===== config.mk =====
export PLATFORM = sky130hd
export DESIGN_NAME = multi_policy_process_scheduler
export DESIGN_NICKNAME = d
export VERILOG_FILES = /design/src/rtl/core/mpps_pkg.sv /design/src/rtl/core/mpps_ctrl.sv /design/src/rtl/core/mpps_dpath.sv /design/src/rtl/core/multi_policy_process_scheduler.sv
export SDC_FILE = /design/constraint.sdc
export NUM_CORES = 2
export LEC_CHECK = 0
export BUFFER_PORTS_ARGS = -buffer_cell sky130_fd_sc_hd__buf_2
export CELL_PAD_IN_SITES_DETAIL_PLACEMENT = 0
export CELL_PAD_IN_SITES_GLOBAL_PLACEMENT = 2
export CORE_ASPECT_RATIO = 0.8
export CORE_MARGIN = 5
export CORE_UTILIZATION = 48
export CTS_BUF_LIST = sky130_fd_sc_hd__clkbuf_16
export DETAILED_ROUTE_END_ITERATION = 10
export PLACE_DENSITY = 0.85
export SETUP_SLACK_MARGIN = 0.05
export SLEW_MARGIN = 40
export SYNTH_ARGS = -nofsm -noshare
export SYNTH_HDL_FRONTEND = slang
export SYNTH_SLANG_ARGS = --single-unit

===== constraint.sdc =====
create_clock -name clk -period 25.9 [get_ports clk]
set_clock_uncertainty 0.2 [all_clocks]
set_input_delay 5.18 -clock clk [delete_from_list [all_inputs] [get_ports clk]]
set_output_delay 5.18 -clock clk [all_outputs]
set_load 0.05 [all_outputs]

===== src/rtl/core/mpps_pkg.sv =====
// ----------------------------------------------------------------------------
// mpps_pkg
// shared types and constants for the multi-policy process scheduler
// ----------------------------------------------------------------------------
package mpps_pkg;

	typedef enum logic [1:0] {
		CMD_REGISTER   = 2'd0,
		CMD_UNREGISTER = 2'd1,
		CMD_SET_READY  = 2'd2,
		CMD_SCHEDULE   = 2'd3
	} cmd_t;

	typedef enum logic [1:0] {
		POL_RR       = 2'd0,
		POL_FCFS     = 2'd1,
		POL_SJF      = 2'd2,
		POL_PRIORITY = 2'd3
	} policy_t;

	localparam logic [19:0] SJF_UNKNOWN = 20'd999999;

	typedef struct packed {
		logic [1:0]         cmd;
		logic [15:0]        pid;
		logic               ready_flag;
		logic signed [15:0] prio_in;
		logic [15:0]        burst_in;
		logic [31:0]        arrival_in;
	} in_item_t;

	typedef struct packed {
		logic        ok;
		logic [15:0] chosen_pid;
		logic [4:0]  entries_used;
		logic [31:0] switch_total;
	} out_item_t;

	// one table entry
	typedef struct packed {
		logic [15:0]        pid;
		logic               rdy;
		logic signed [15:0] prio;
		logic [15:0]        burst;
		logic [31:0]        arrival;
	} entry_t;

	// controller to datapath commands
	typedef struct packed {
		logic load_item;   // capture input transaction
		logic scan_start;  // reset scan position and best
		logic scan_step;   // compare one entry, advance
		logic do_append;   // write new entry at count
		logic do_setrdy;   // write ready bit at found index
		logic shift_start; // start compaction at found index
		logic shift_step;  // move one entry down
		logic finish_unreg;
		logic finish_sched;
		logic finish_fail;
		logic finish_ok;
	} ctl_cmd_t;

	// datapath to controller status
	typedef struct packed {
		logic scan_done;
		logic found;
		logic shift_done;
		logic full;
	} ctl_sts_t;

endpackage


===== src/rtl/core/mpps_ctrl.sv =====
// ----------------------------------------------------------------------------
// mpps_ctrl
// command sequencer: runs lookup, selection and compaction walks
// ----------------------------------------------------------------------------
module mpps_ctrl import mpps_pkg::*; (
	input  logic     clk,
	input  logic     arst_n,
	input  logic     in_valid,
	output logic     in_ready,
	input  logic [1:0] in_cmd,
	output logic     out_valid,
	input  logic     out_ready,
	output ctl_cmd_t ctl,
	input  ctl_sts_t sts
);

	typedef enum logic [2:0] {
		S_IDLE, S_DECODE, S_SCAN, S_SHIFT, S_DONE
	} state_t;

	state_t     state_q;
	logic [1:0] cmd_q;
	logic       out_valid_q;

	assign in_ready  = (state_q == S_IDLE) && (!out_valid_q || out_ready);
	assign out_valid = out_valid_q;

	// command strobes
	always_comb begin
		ctl = '0;
		ctl.load_item = in_valid && in_ready;
		case (state_q)
			S_DECODE: begin
				case (cmd_q)
					CMD_REGISTER: begin
						ctl.do_append = !sts.full;
						ctl.finish_ok = !sts.full;
						ctl.finish_fail = sts.full;
					end
					default: ctl.scan_start = 1'b1;
				endcase
			end
			S_SCAN: begin
				ctl.scan_step = !sts.scan_done;
				if (sts.scan_done) begin
					case (cmd_q)
						CMD_UNREGISTER: begin
							ctl.shift_start = sts.found;
							ctl.finish_fail = !sts.found;
						end
						CMD_SET_READY: begin
							ctl.do_setrdy   = sts.found;
							ctl.finish_ok   = sts.found;
							ctl.finish_fail = !sts.found;
						end
						default: begin
							ctl.finish_sched = sts.found;
							ctl.finish_fail  = !sts.found;
						end
					endcase
				end
			end
			S_SHIFT: begin
				ctl.shift_step   = !sts.shift_done;
				ctl.finish_unreg = sts.shift_done;
			end
			default: ;
		endcase
	end

	// state and output valid
	always_ff @(posedge clk or negedge arst_n) begin
		if (!arst_n) begin
			state_q     <= S_IDLE;
			cmd_q       <= CMD_REGISTER;
			out_valid_q <= 1'b0;
		end else begin
			if (out_valid_q && out_ready)
				out_valid_q <= 1'b0;
			case (state_q)
				S_IDLE: if (in_valid && in_ready) begin
					cmd_q   <= in_cmd;
					state_q <= S_DECODE;
				end
				S_DECODE: state_q <= (cmd_q == CMD_REGISTER) ? S_DONE : S_SCAN;
				S_SCAN: if (sts.scan_done)
					state_q <= (cmd_q == CMD_UNREGISTER && sts.found) ? S_SHIFT : S_DONE;
				S_SHIFT: if (sts.shift_done) state_q <= S_DONE;
				S_DONE: begin
					out_valid_q <= 1'b1;
					state_q     <= S_IDLE;
				end
				default: state_q <= S_IDLE;
			endcase
		end
	end

endmodule


===== src/rtl/core/mpps_dpath.sv =====
// ----------------------------------------------------------------------------
// mpps_dpath
// entry table, scan comparator, compaction and counters
// ----------------------------------------------------------------------------
module mpps_dpath import mpps_pkg::*; #(
	parameter int MAX_ENTRIES = 16
) (
	input  logic      clk,
	input  logic      arst_n,
	input  in_item_t  in_item,
	input  logic [1:0] policy,
	input  ctl_cmd_t  ctl,
	output ctl_sts_t  sts,
	output out_item_t out_item
);

	localparam int IW = (MAX_ENTRIES > 1) ? $clog2(MAX_ENTRIES) : 1;
	localparam int CW = $clog2(MAX_ENTRIES + 1);

	entry_t        table_q [MAX_ENTRIES];
	in_item_t      item_q;
	logic [CW-1:0] count_q;
	logic [IW-1:0] cursor_q;
	logic [31:0]   switch_q;
	logic [CW-1:0] pos_q;      // scan step number
	logic [IW-1:0] idx_q;      // physical index being scanned or shifted
	logic          found_q;
	logic [IW-1:0] best_q;
	out_item_t     res_q;

	entry_t        cur, bst;
	logic [19:0]   key_c, key_b;
	logic          better, hit;
	logic [IW-1:0] idx_next;
	logic [CW-1:0] cnt_m1;

	assign cur    = table_q[idx_q];
	assign bst    = table_q[best_q];
	assign key_c  = (cur.burst == '0) ? SJF_UNKNOWN : {4'd0, cur.burst};
	assign key_b  = (bst.burst == '0) ? SJF_UNKNOWN : {4'd0, bst.burst};
	assign cnt_m1 = count_q - 1'b1;
	assign idx_next = ({1'b0, idx_q} + 1'b1 >= {1'b0, count_q})
		? '0 : IW'(idx_q + 1'b1);

	// per-entry decision for the current scan step
	always_comb begin
		better = 1'b0;
		case (policy_t'(policy))
			POL_FCFS: better = cur.arrival < bst.arrival;
			POL_SJF: better = key_c < key_b ||
				(key_c == key_b && cur.arrival < bst.arrival);
			POL_PRIORITY: better = cur.prio > bst.prio ||
				(cur.prio == bst.prio && cur.arrival < bst.arrival);
			default: better = 1'b0;
		endcase
		if (item_q.cmd == CMD_SCHEDULE)
			hit = cur.rdy && (!found_q || (policy != POL_RR && better));
		else
			hit = !found_q && cur.pid == item_q.pid;
	end

	assign sts.scan_done  = (pos_q >= count_q) ||
		(found_q && (item_q.cmd != CMD_SCHEDULE || policy == POL_RR));
	assign sts.found      = found_q;
	assign sts.shift_done = ({1'b0, idx_q} + 1'b1 >= {1'b0, count_q});
	assign sts.full       = (count_q >= CW'(MAX_ENTRIES));
	assign out_item       = res_q;

	// table writes
	always_ff @(posedge clk) begin
		if (ctl.load_item) item_q <= in_item;
		if (ctl.do_append) begin
			table_q[count_q[IW-1:0]] <= '{pid: item_q.pid, rdy: 1'b1,
				prio: item_q.prio_in, burst: item_q.burst_in,
				arrival: item_q.arrival_in};
		end
		if (ctl.do_setrdy) table_q[best_q].rdy <= item_q.ready_flag;
		if (ctl.shift_step) table_q[idx_q] <= table_q[idx_next];
	end

	// scan and control registers
	always_ff @(posedge clk or negedge arst_n) begin
		if (!arst_n) begin
			count_q  <= '0;
			cursor_q <= '0;
			switch_q <= '0;
			pos_q    <= '0;
			idx_q    <= '0;
			found_q  <= 1'b0;
			best_q   <= '0;
		end else begin
			if (ctl.scan_start) begin
				pos_q   <= '0;
				found_q <= 1'b0;
				best_q  <= '0;
				// cursor never exceeds the count, so one subtract wraps it
				if (item_q.cmd == CMD_SCHEDULE && policy == POL_RR &&
						{1'b0, cursor_q} >= count_q)
					idx_q <= IW'({1'b0, cursor_q} - count_q);
				else if (item_q.cmd == CMD_SCHEDULE && policy == POL_RR)
					idx_q <= cursor_q;
				else
					idx_q <= '0;
			end
			if (ctl.scan_step) begin
				pos_q <= pos_q + 1'b1;
				if (hit) begin
					found_q <= 1'b1;
					best_q  <= idx_q;
				end
				if (!(hit && (item_q.cmd != CMD_SCHEDULE || policy == POL_RR)))
					idx_q <= idx_next;
			end
			if (ctl.do_append) count_q <= count_q + 1'b1;
			if (ctl.shift_start) idx_q <= best_q;
			if (ctl.shift_step) idx_q <= IW'(idx_q + 1'b1);
			if (ctl.finish_unreg) begin
				count_q <= cnt_m1;
				if (cnt_m1 != '0 && {1'b0, cursor_q} >= cnt_m1)
					cursor_q <= IW'({1'b0, cursor_q} - cnt_m1);
			end
			if (ctl.finish_sched) begin
				switch_q <= switch_q + 1'b1;
				if (policy == POL_RR)
					cursor_q <= IW'(({1'b0, best_q} + 1'b1 >= {1'b0, count_q})
						? '0 : best_q + 1'b1);
			end
		end
	end

	// result register
	always_ff @(posedge clk) begin
		if (ctl.finish_ok || ctl.finish_fail || ctl.finish_unreg || ctl.finish_sched) begin
			res_q.ok           <= !ctl.finish_fail;
			res_q.chosen_pid   <= ctl.finish_sched ? bst.pid : 16'd0;
			res_q.entries_used <= 5'(ctl.finish_unreg ? cnt_m1
				: (ctl.do_append ? count_q + 1'b1 : count_q));
			res_q.switch_total <= ctl.finish_sched ? switch_q + 1'b1 : switch_q;
		end
	end

endmodule


===== src/rtl/core/multi_policy_process_scheduler.sv =====
// ----------------------------------------------------------------------------
// multi_policy_process_scheduler
// process table with round robin, fcfs, sjf and priority selection
// ----------------------------------------------------------------------------
// latency to output valid: register passes decode and done; lookup and schedule pass decode, scan and done
// unregister adds compaction after a successful lookup scan, one entry moved a cycle
// one transaction at a time: next input taken in idle once no result waits for the receiver
// the scan over the table, one entry a cycle, sets the rate
// reset clears count, cursor, switch counter and policy; table contents undefined
module multi_policy_process_scheduler import mpps_pkg::*; #(
	parameter int MAX_ENTRIES = 16
) (
	input  logic      clk,
	input  logic      arst_n,
	input  logic      in_valid,
	output logic      in_ready,
	input  in_item_t  in_data,
	output logic      out_valid,
	input  logic      out_ready,
	output out_item_t out_data,
	input  logic      cfg_valid,
	output logic      cfg_ready,
	input  logic [1:0] cfg_data
);

	ctl_cmd_t   ctl;
	ctl_sts_t   sts;
	logic [1:0] policy_q;

	// policy register
	assign cfg_ready = 1'b1;
	always_ff @(posedge clk or negedge arst_n) begin
		if (!arst_n) policy_q <= POL_RR;
		else if (cfg_valid) policy_q <= cfg_data;
	end

	mpps_ctrl u_ctrl (
		.clk, .arst_n, .in_valid, .in_ready, .in_cmd(in_data.cmd),
		.out_valid, .out_ready, .ctl, .sts
	);

	mpps_dpath #(.MAX_ENTRIES(MAX_ENTRIES)) u_dpath (
		.clk, .arst_n, .in_item(in_data), .policy(policy_q), .ctl, .sts,
		.out_item(out_data)
	);

	// only one finish strobe at once, no input accepted while scanning, reported count within capacity
	a_one_finish: assert property (@(posedge clk) disable iff (!arst_n)
		$countones({ctl.finish_ok, ctl.finish_fail, ctl.finish_unreg,
			ctl.finish_sched}) <= 1)
		else $error("multiple finish strobes");
	a_no_take_busy: assert property (@(posedge clk) disable iff (!arst_n)
		ctl.scan_step |-> !in_ready)
		else $error("input ready while scanning");
	a_count_cap: assert property (@(posedge clk) disable iff (!arst_n)
		out_valid |-> out_data.entries_used <= 5'(MAX_ENTRIES))
		else $error("entry count beyond capacity");

endmodule


After elaboration in Yosys (flattened, before gate mapping). Memory sizes are Yosys's and may differ from the RTL's. Index checks and enable logic that the tools add are counted.

Reductions and logical operators: 43. $lt $le $gt $ge: 9. Equality and inequality tests: 17. Muxes and demuxes: 63. Add/sub/neg operators: 10.

Operators with widths (count): 2-to-1 mux 81 bit (2); OR reduction 81 bit (2); 2-to-1 mux 4 bit (18); 2-to-1 mux 20 bit (2); adder 32 x 1 -> 32 bit (second input constant) (1); == test 16 bit (2); zero test 16 bit (2); less-than comparator 32 bit (1); 2-to-1 mux 32 bit (1); 2-to-1 mux 1 bit (21); == test 20 bit (1); less-than comparator 20 bit (1); 2-to-1 mux 5 bit (4); 2-to-1 mux 3 bit (6); greater-than comparator 16 bit (1); >= comparator 5 bit (3); logical AND 1 bit (14); 2-to-1 mux 2 bit (6); case mux 3 bit (4 select lines) (1); adder 4 x 1 -> 5 bit (second input constant) (2); adder 5 x 1 -> 5 bit (second input constant) (2); >= comparator 4 x 5 -> 1 bit (2); logical OR 1 bit (9); adder 4 x 1 -> 4 bit (second input constant) (2); 20 further kinds (36).

Output and inout port bits: 57. Bits in writable memories: 1296. Memories: 1. Logic and storage cells: 164. Bits in registers: 200. Input port bits: 90.

Memories: u_dpath.table_q (depth 16, bits a word 81, rd ports 3, clocked after memory_dff 0, write ports 1, RTL line mpps_dpath.sv:20) `entry_t table_q [MAX_ENTRIES];`.

Logic depth before layout (Yosys ltp). An unclocked memory read counts as a cell.

Word-level depth: 16. Mapped depth: 23. Gate-level depth less buffers: 16.

By module. A second synthesis with hierarchy kept.

Cells, all modules: 8075. Area, all modules: 94559.4 um2.

Modules (own cells, without submodules): mpps_dpath (area an instance 93956.4 um2, seq. area each 44407.6 um2, instances 1, cells an instance 8017); mpps_ctrl (area an instance 519.2 um2, seq. area each 150.1 um2, instances 1, cells an instance 52); multi_policy_process_scheduler (area an instance 83.8 um2, seq. area each 50.0 um2, instances 1, cells an instance 6).

Worst setup path before layout. Ideal clock, no wire load.

Path type: input to output. Start point: input out_ready. End point: output in_ready. Data required time: 20.520 ns. Stages on the path: 2. Buffers on the path: 0. Arrival: 6.735 ns. Setup slack: 13.785 ns. Cells stage by stage: nor2b_1 -> nor4_1.

Cells in the longest elaborated chain, start to end: 2.

RTL lines: start: declaration (RTL line multi_policy_process_scheduler.sv:19) `input logic out_ready,`; logical OR 1 bit (RTL line mpps_ctrl.sv:25) `assign in_ready = (state_q == S_IDLE) && (!out_valid_q || out_ready);`; logical AND 1 bit (RTL line mpps_ctrl.sv:25); end: declaration (RTL line multi_policy_process_scheduler.sv:16) `output logic in_ready,`.

Every way passes these cells.

Final worst setup path. Same ends and word-level chain as after synthesis.

==> out/metrics.yaml <==
run_status: "completed"
final-setup-viol-count: 0
layout_common_cells: "sky130_fd_sc_hd__edfxtp_1, sky130_fd_sc_hd__mux4_2, sky130_fd_sc_hd__nand2_1, sky130_fd_sc_hd__a21oi_1, sky130_fd_sc_hd__mux2i_1"
grt_start_max_net_pins: 113
cts_buffers: 155
layoutNonFillerInstCount: 7595
power.density_cell_area_nw_per_um2: 122
drt_iter0_markers: 7385
die-area_um2: 178000
finalWeightedCongestion: 0.818
final.min_clock_period_ps: 11330
dp_hpwl_um: 138000
path_max_fanout: 2
synthFlopType: "sky130_fd_sc_hd__edfxtp_1"
mappedNetlistNets: 5367
grt.total_usage_pct: 28.4
syn-mean-instance-area_um2: 15.8
global_route.peak_usage_layer: "met2"
grt_setup_unrepaired: "no"
p_leak_nw: 29.2
synth_seq_cells: 1496
clock-sinks: 1496
critPathCaptureType: "output pin"
category_of_the_most_critical_setup_path: "in2out"
cts_tree: "done"
synth.yosys.seq_area_share_pct: 54.7
syn-cell-area_um2: 81600
max-clock-path-buffers: 3
placement.io_buffers: 145
postLayoutCellArea_um2: 90200
postRouteWirelength_um: 257000
asyncSetResetFlopFracSynth_pct: 4.21
hold_path_class: "reg2reg"
netlist_top_cells_area: "sky130_fd_sc_hd__edfxtp_1, sky130_fd_sc_hd__mux4_2, sky130_fd_sc_hd__nand2_1"
maxClockFrequency_mhz: 88.2
cts-hold-fix-buffers: 0
met3_usage_pct: 6.10
htreeDepth: 4
startpoint_class: "input port"
max_slew_margin_pct: 37.8
maxCapViolations: 0
pins_over_their_slew_limit: 0
insertion_delay_ps: 810
synth_edf_count: 1433
critical_path_cell_list: "buf_2 -> nor2b_1 -> nor4_1 -> buf_2"
io_pins: 147
gr-usage-met2_pct: 45.3
die_height_um: 379
drive_above_1_share_pct: 30.2
grt_pass1_vias: 53100
worst_max_slew_pin_slew_ps: 933
required_ps: 20520
dpl.cell_count: 7310
post_drt_via_cell_ratio: 7.07
via_count: 53700
drc: 0
post_synth_inst_count: 5178
report.final.hold_viol_count: 0
final_total_negative_setup_slack_ps: 0
max_stage_delay_ps: 340
row_count: 135
layout-area-overhead-vs-synth_pct: 10.6
layout.cells.most_common: "sky130_fd_sc_hd__edfxtp_1"
path_common_cell: "sky130_fd_sc_hd__buf_2"
cpMaxStageDelayCell: "sky130_fd_sc_hd__buf_2"
cts-root-buf: "sky130_fd_sc_hd__clkbuf_16"
num_antenna_cells: 0
place_area_um2: 85200
design.core.area_um2: 169000
post-cts-setup-buffer-count: 0
worst-endpoint-arrival_ps: 5950
grt_pass1_wl_um: 371000
synth-warning-count: 0
synth.distinct_cells: 74
max-vdd-ir-drop_mv: 0.171
grtUsageMet1_pct: 39.5
fin_crit_sh_pct: 43.8
drtPass1Iterations: 5
netlist.area_leader.share_pct: 52.8
nets: 5404
number_of_antenna_violations_at_the_first_check_in_global_routing: 6
worst_setup_hold_path_clk_slew_ps: 60
grt_remaining_overflow: 0
final_antenna_net_count: 0
die_w_um: 471
post_cts.resized_instances: 0
floorplan.initialDensity_pct: 48.2
wl_per_cell_um: 33.8
synth_largest_area_cell: "sky130_fd_sc_hd__edfxtp_1"
holdWs_ps: 281
## power breakdown
part | switching [mW] | total (mW) | internal (mW)
Sequential | 0.142 | 3.18 | 3.04
Combinational | 3.47 | 5.67 | 2.20
Clock | 0.973 | 2.12 | 1.15
## sequential cells by signal, summed over array words and instances (netlist names)
signal and count:
u_dpath.best_q 4, u_dpath.cursor_q 4, u_dpath.count_q 5, u_dpath.item_q 83
u_dpath.switch_q 32, u_dpath.out_item 54, u_dpath.idx_q 4, policy_q 2
u_ctrl.out_valid 1, u_dpath.table_q 1296, u_dpath.found_q 1, u_ctrl.cmd_q 2
u_ctrl.state_q 3, u_dpath.pos_q 5
## worst paths after layout
path                                                startpoint                               end  slack (ps)  cells after the start
worst max-delay path                                 out_ready                          in_ready       14570                      4
worst min-delay path            u_dpath.switch_q[31]$_DFF_PN0_    u_dpath.switch_q[31]$_DFF_PN0_         280                      1
worst max register to register      u_dpath.idx_q[0]$_DFF_PN0_  u_dpath.table_q[4][58]$_DFFE_PP_       17910                     13
worst min register to register  u_dpath.switch_q[31]$_DFF_PN0_    u_dpath.switch_q[31]$_DFF_PN0_         280                      1
max in group asynchronous                               arst_n       u_dpath.best_q[3]$_DFF_PN0_       20740                      2
min in group asynchronous                               arst_n       u_ctrl.cmd_q[1]$_DFFE_PN0P_        4280                      2
## cells by family after synthesis
group           count (synthesis)  synth area share [%]
flops                        1496                  54.7
compound gates                770                  6.53
xor+xnor                       68                 0.730
simple gates                 1033                  5.73
mux                          1176                  28.1
fa+ha+maj                      99                  1.54
other cells                     1               0.00460
buf+inv                       535                  2.72
## Yosys cell counts (14+ instances only)
library cell,instances
sky130_fd_sc_hd__edfxtp_1,1433
sky130_fd_sc_hd__mux4_2,877
sky130_fd_sc_hd__nand2_1,511
sky130_fd_sc_hd__clkbuf_1,254
sky130_fd_sc_hd__a21oi_1,194
sky130_fd_sc_hd__mux2i_1,187
sky130_fd_sc_hd__nor2_1,168
sky130_fd_sc_hd__mux2_2,112
sky130_fd_sc_hd__and2_1,107
sky130_fd_sc_hd__ha_1,97
sky130_fd_sc_hd__inv_1,97
sky130_fd_sc_hd__a31oi_1,92
sky130_fd_sc_hd__buf_2,89
sky130_fd_sc_hd__nand3_1,79
sky130_fd_sc_hd__buf_1,76
sky130_fd_sc_hd__o21ai_0,74
sky130_fd_sc_hd__and3_1,64
sky130_fd_sc_hd__dfrtp_1,63
sky130_fd_sc_hd__o221ai_1,58
sky130_fd_sc_hd__a211oi_1,57
sky130_fd_sc_hd__xnor2_1,57
sky130_fd_sc_hd__o311ai_0,48
sky130_fd_sc_hd__o22ai_1,40
sky130_fd_sc_hd__a22o_1,33
sky130_fd_sc_hd__o31ai_1,31
sky130_fd_sc_hd__o221a_2,24
sky130_fd_sc_hd__nand4_1,23
sky130_fd_sc_hd__nor3_1,20
sky130_fd_sc_hd__a221oi_1,19
sky130_fd_sc_hd__nand2b_1,19
sky130_fd_sc_hd__a311oi_1,15
sky130_fd_sc_hd__o211ai_1,14
## layout make-up
class | instances | area (um^2)
fillers | 13500 | 78900
clock inverters | 119 | 763
multi-input cells | 3147 | 35100
inverters | 98 | 395
clock buffers | 158 | 3950
flip-flops and latches | 1496 | 44600
repair buffers | 317 | 2480
well taps | 2260 | 2830
## per-layer routing
layer  share of wire (%)  routed length [um]
met1                  39               99100
met2                  47              121000
met3                  11               28500
met4                 3.1                8090
met5               0.014                  37
## per-stage QoR
stage / worst slack, ps / total power [mW] / utilization (%)
CTS: 14550 / 10.9 / 53.2
floorplan: 13790 / 7.30 / -
finish: 14570 / 11.0 / 53.3
global placement: 14620 / 8.74 / 50.2
detailed placement: 14550 / 8.83 / 50.4
global route: 14510 / 11.4 / 53.3
## worst max-delay path: cells and delay by family
family	cells	cell delay, ps
buffers and inverters	2	420
AND/OR/NAND/NOR	2	360
Power figures use the tool's default switching activity.
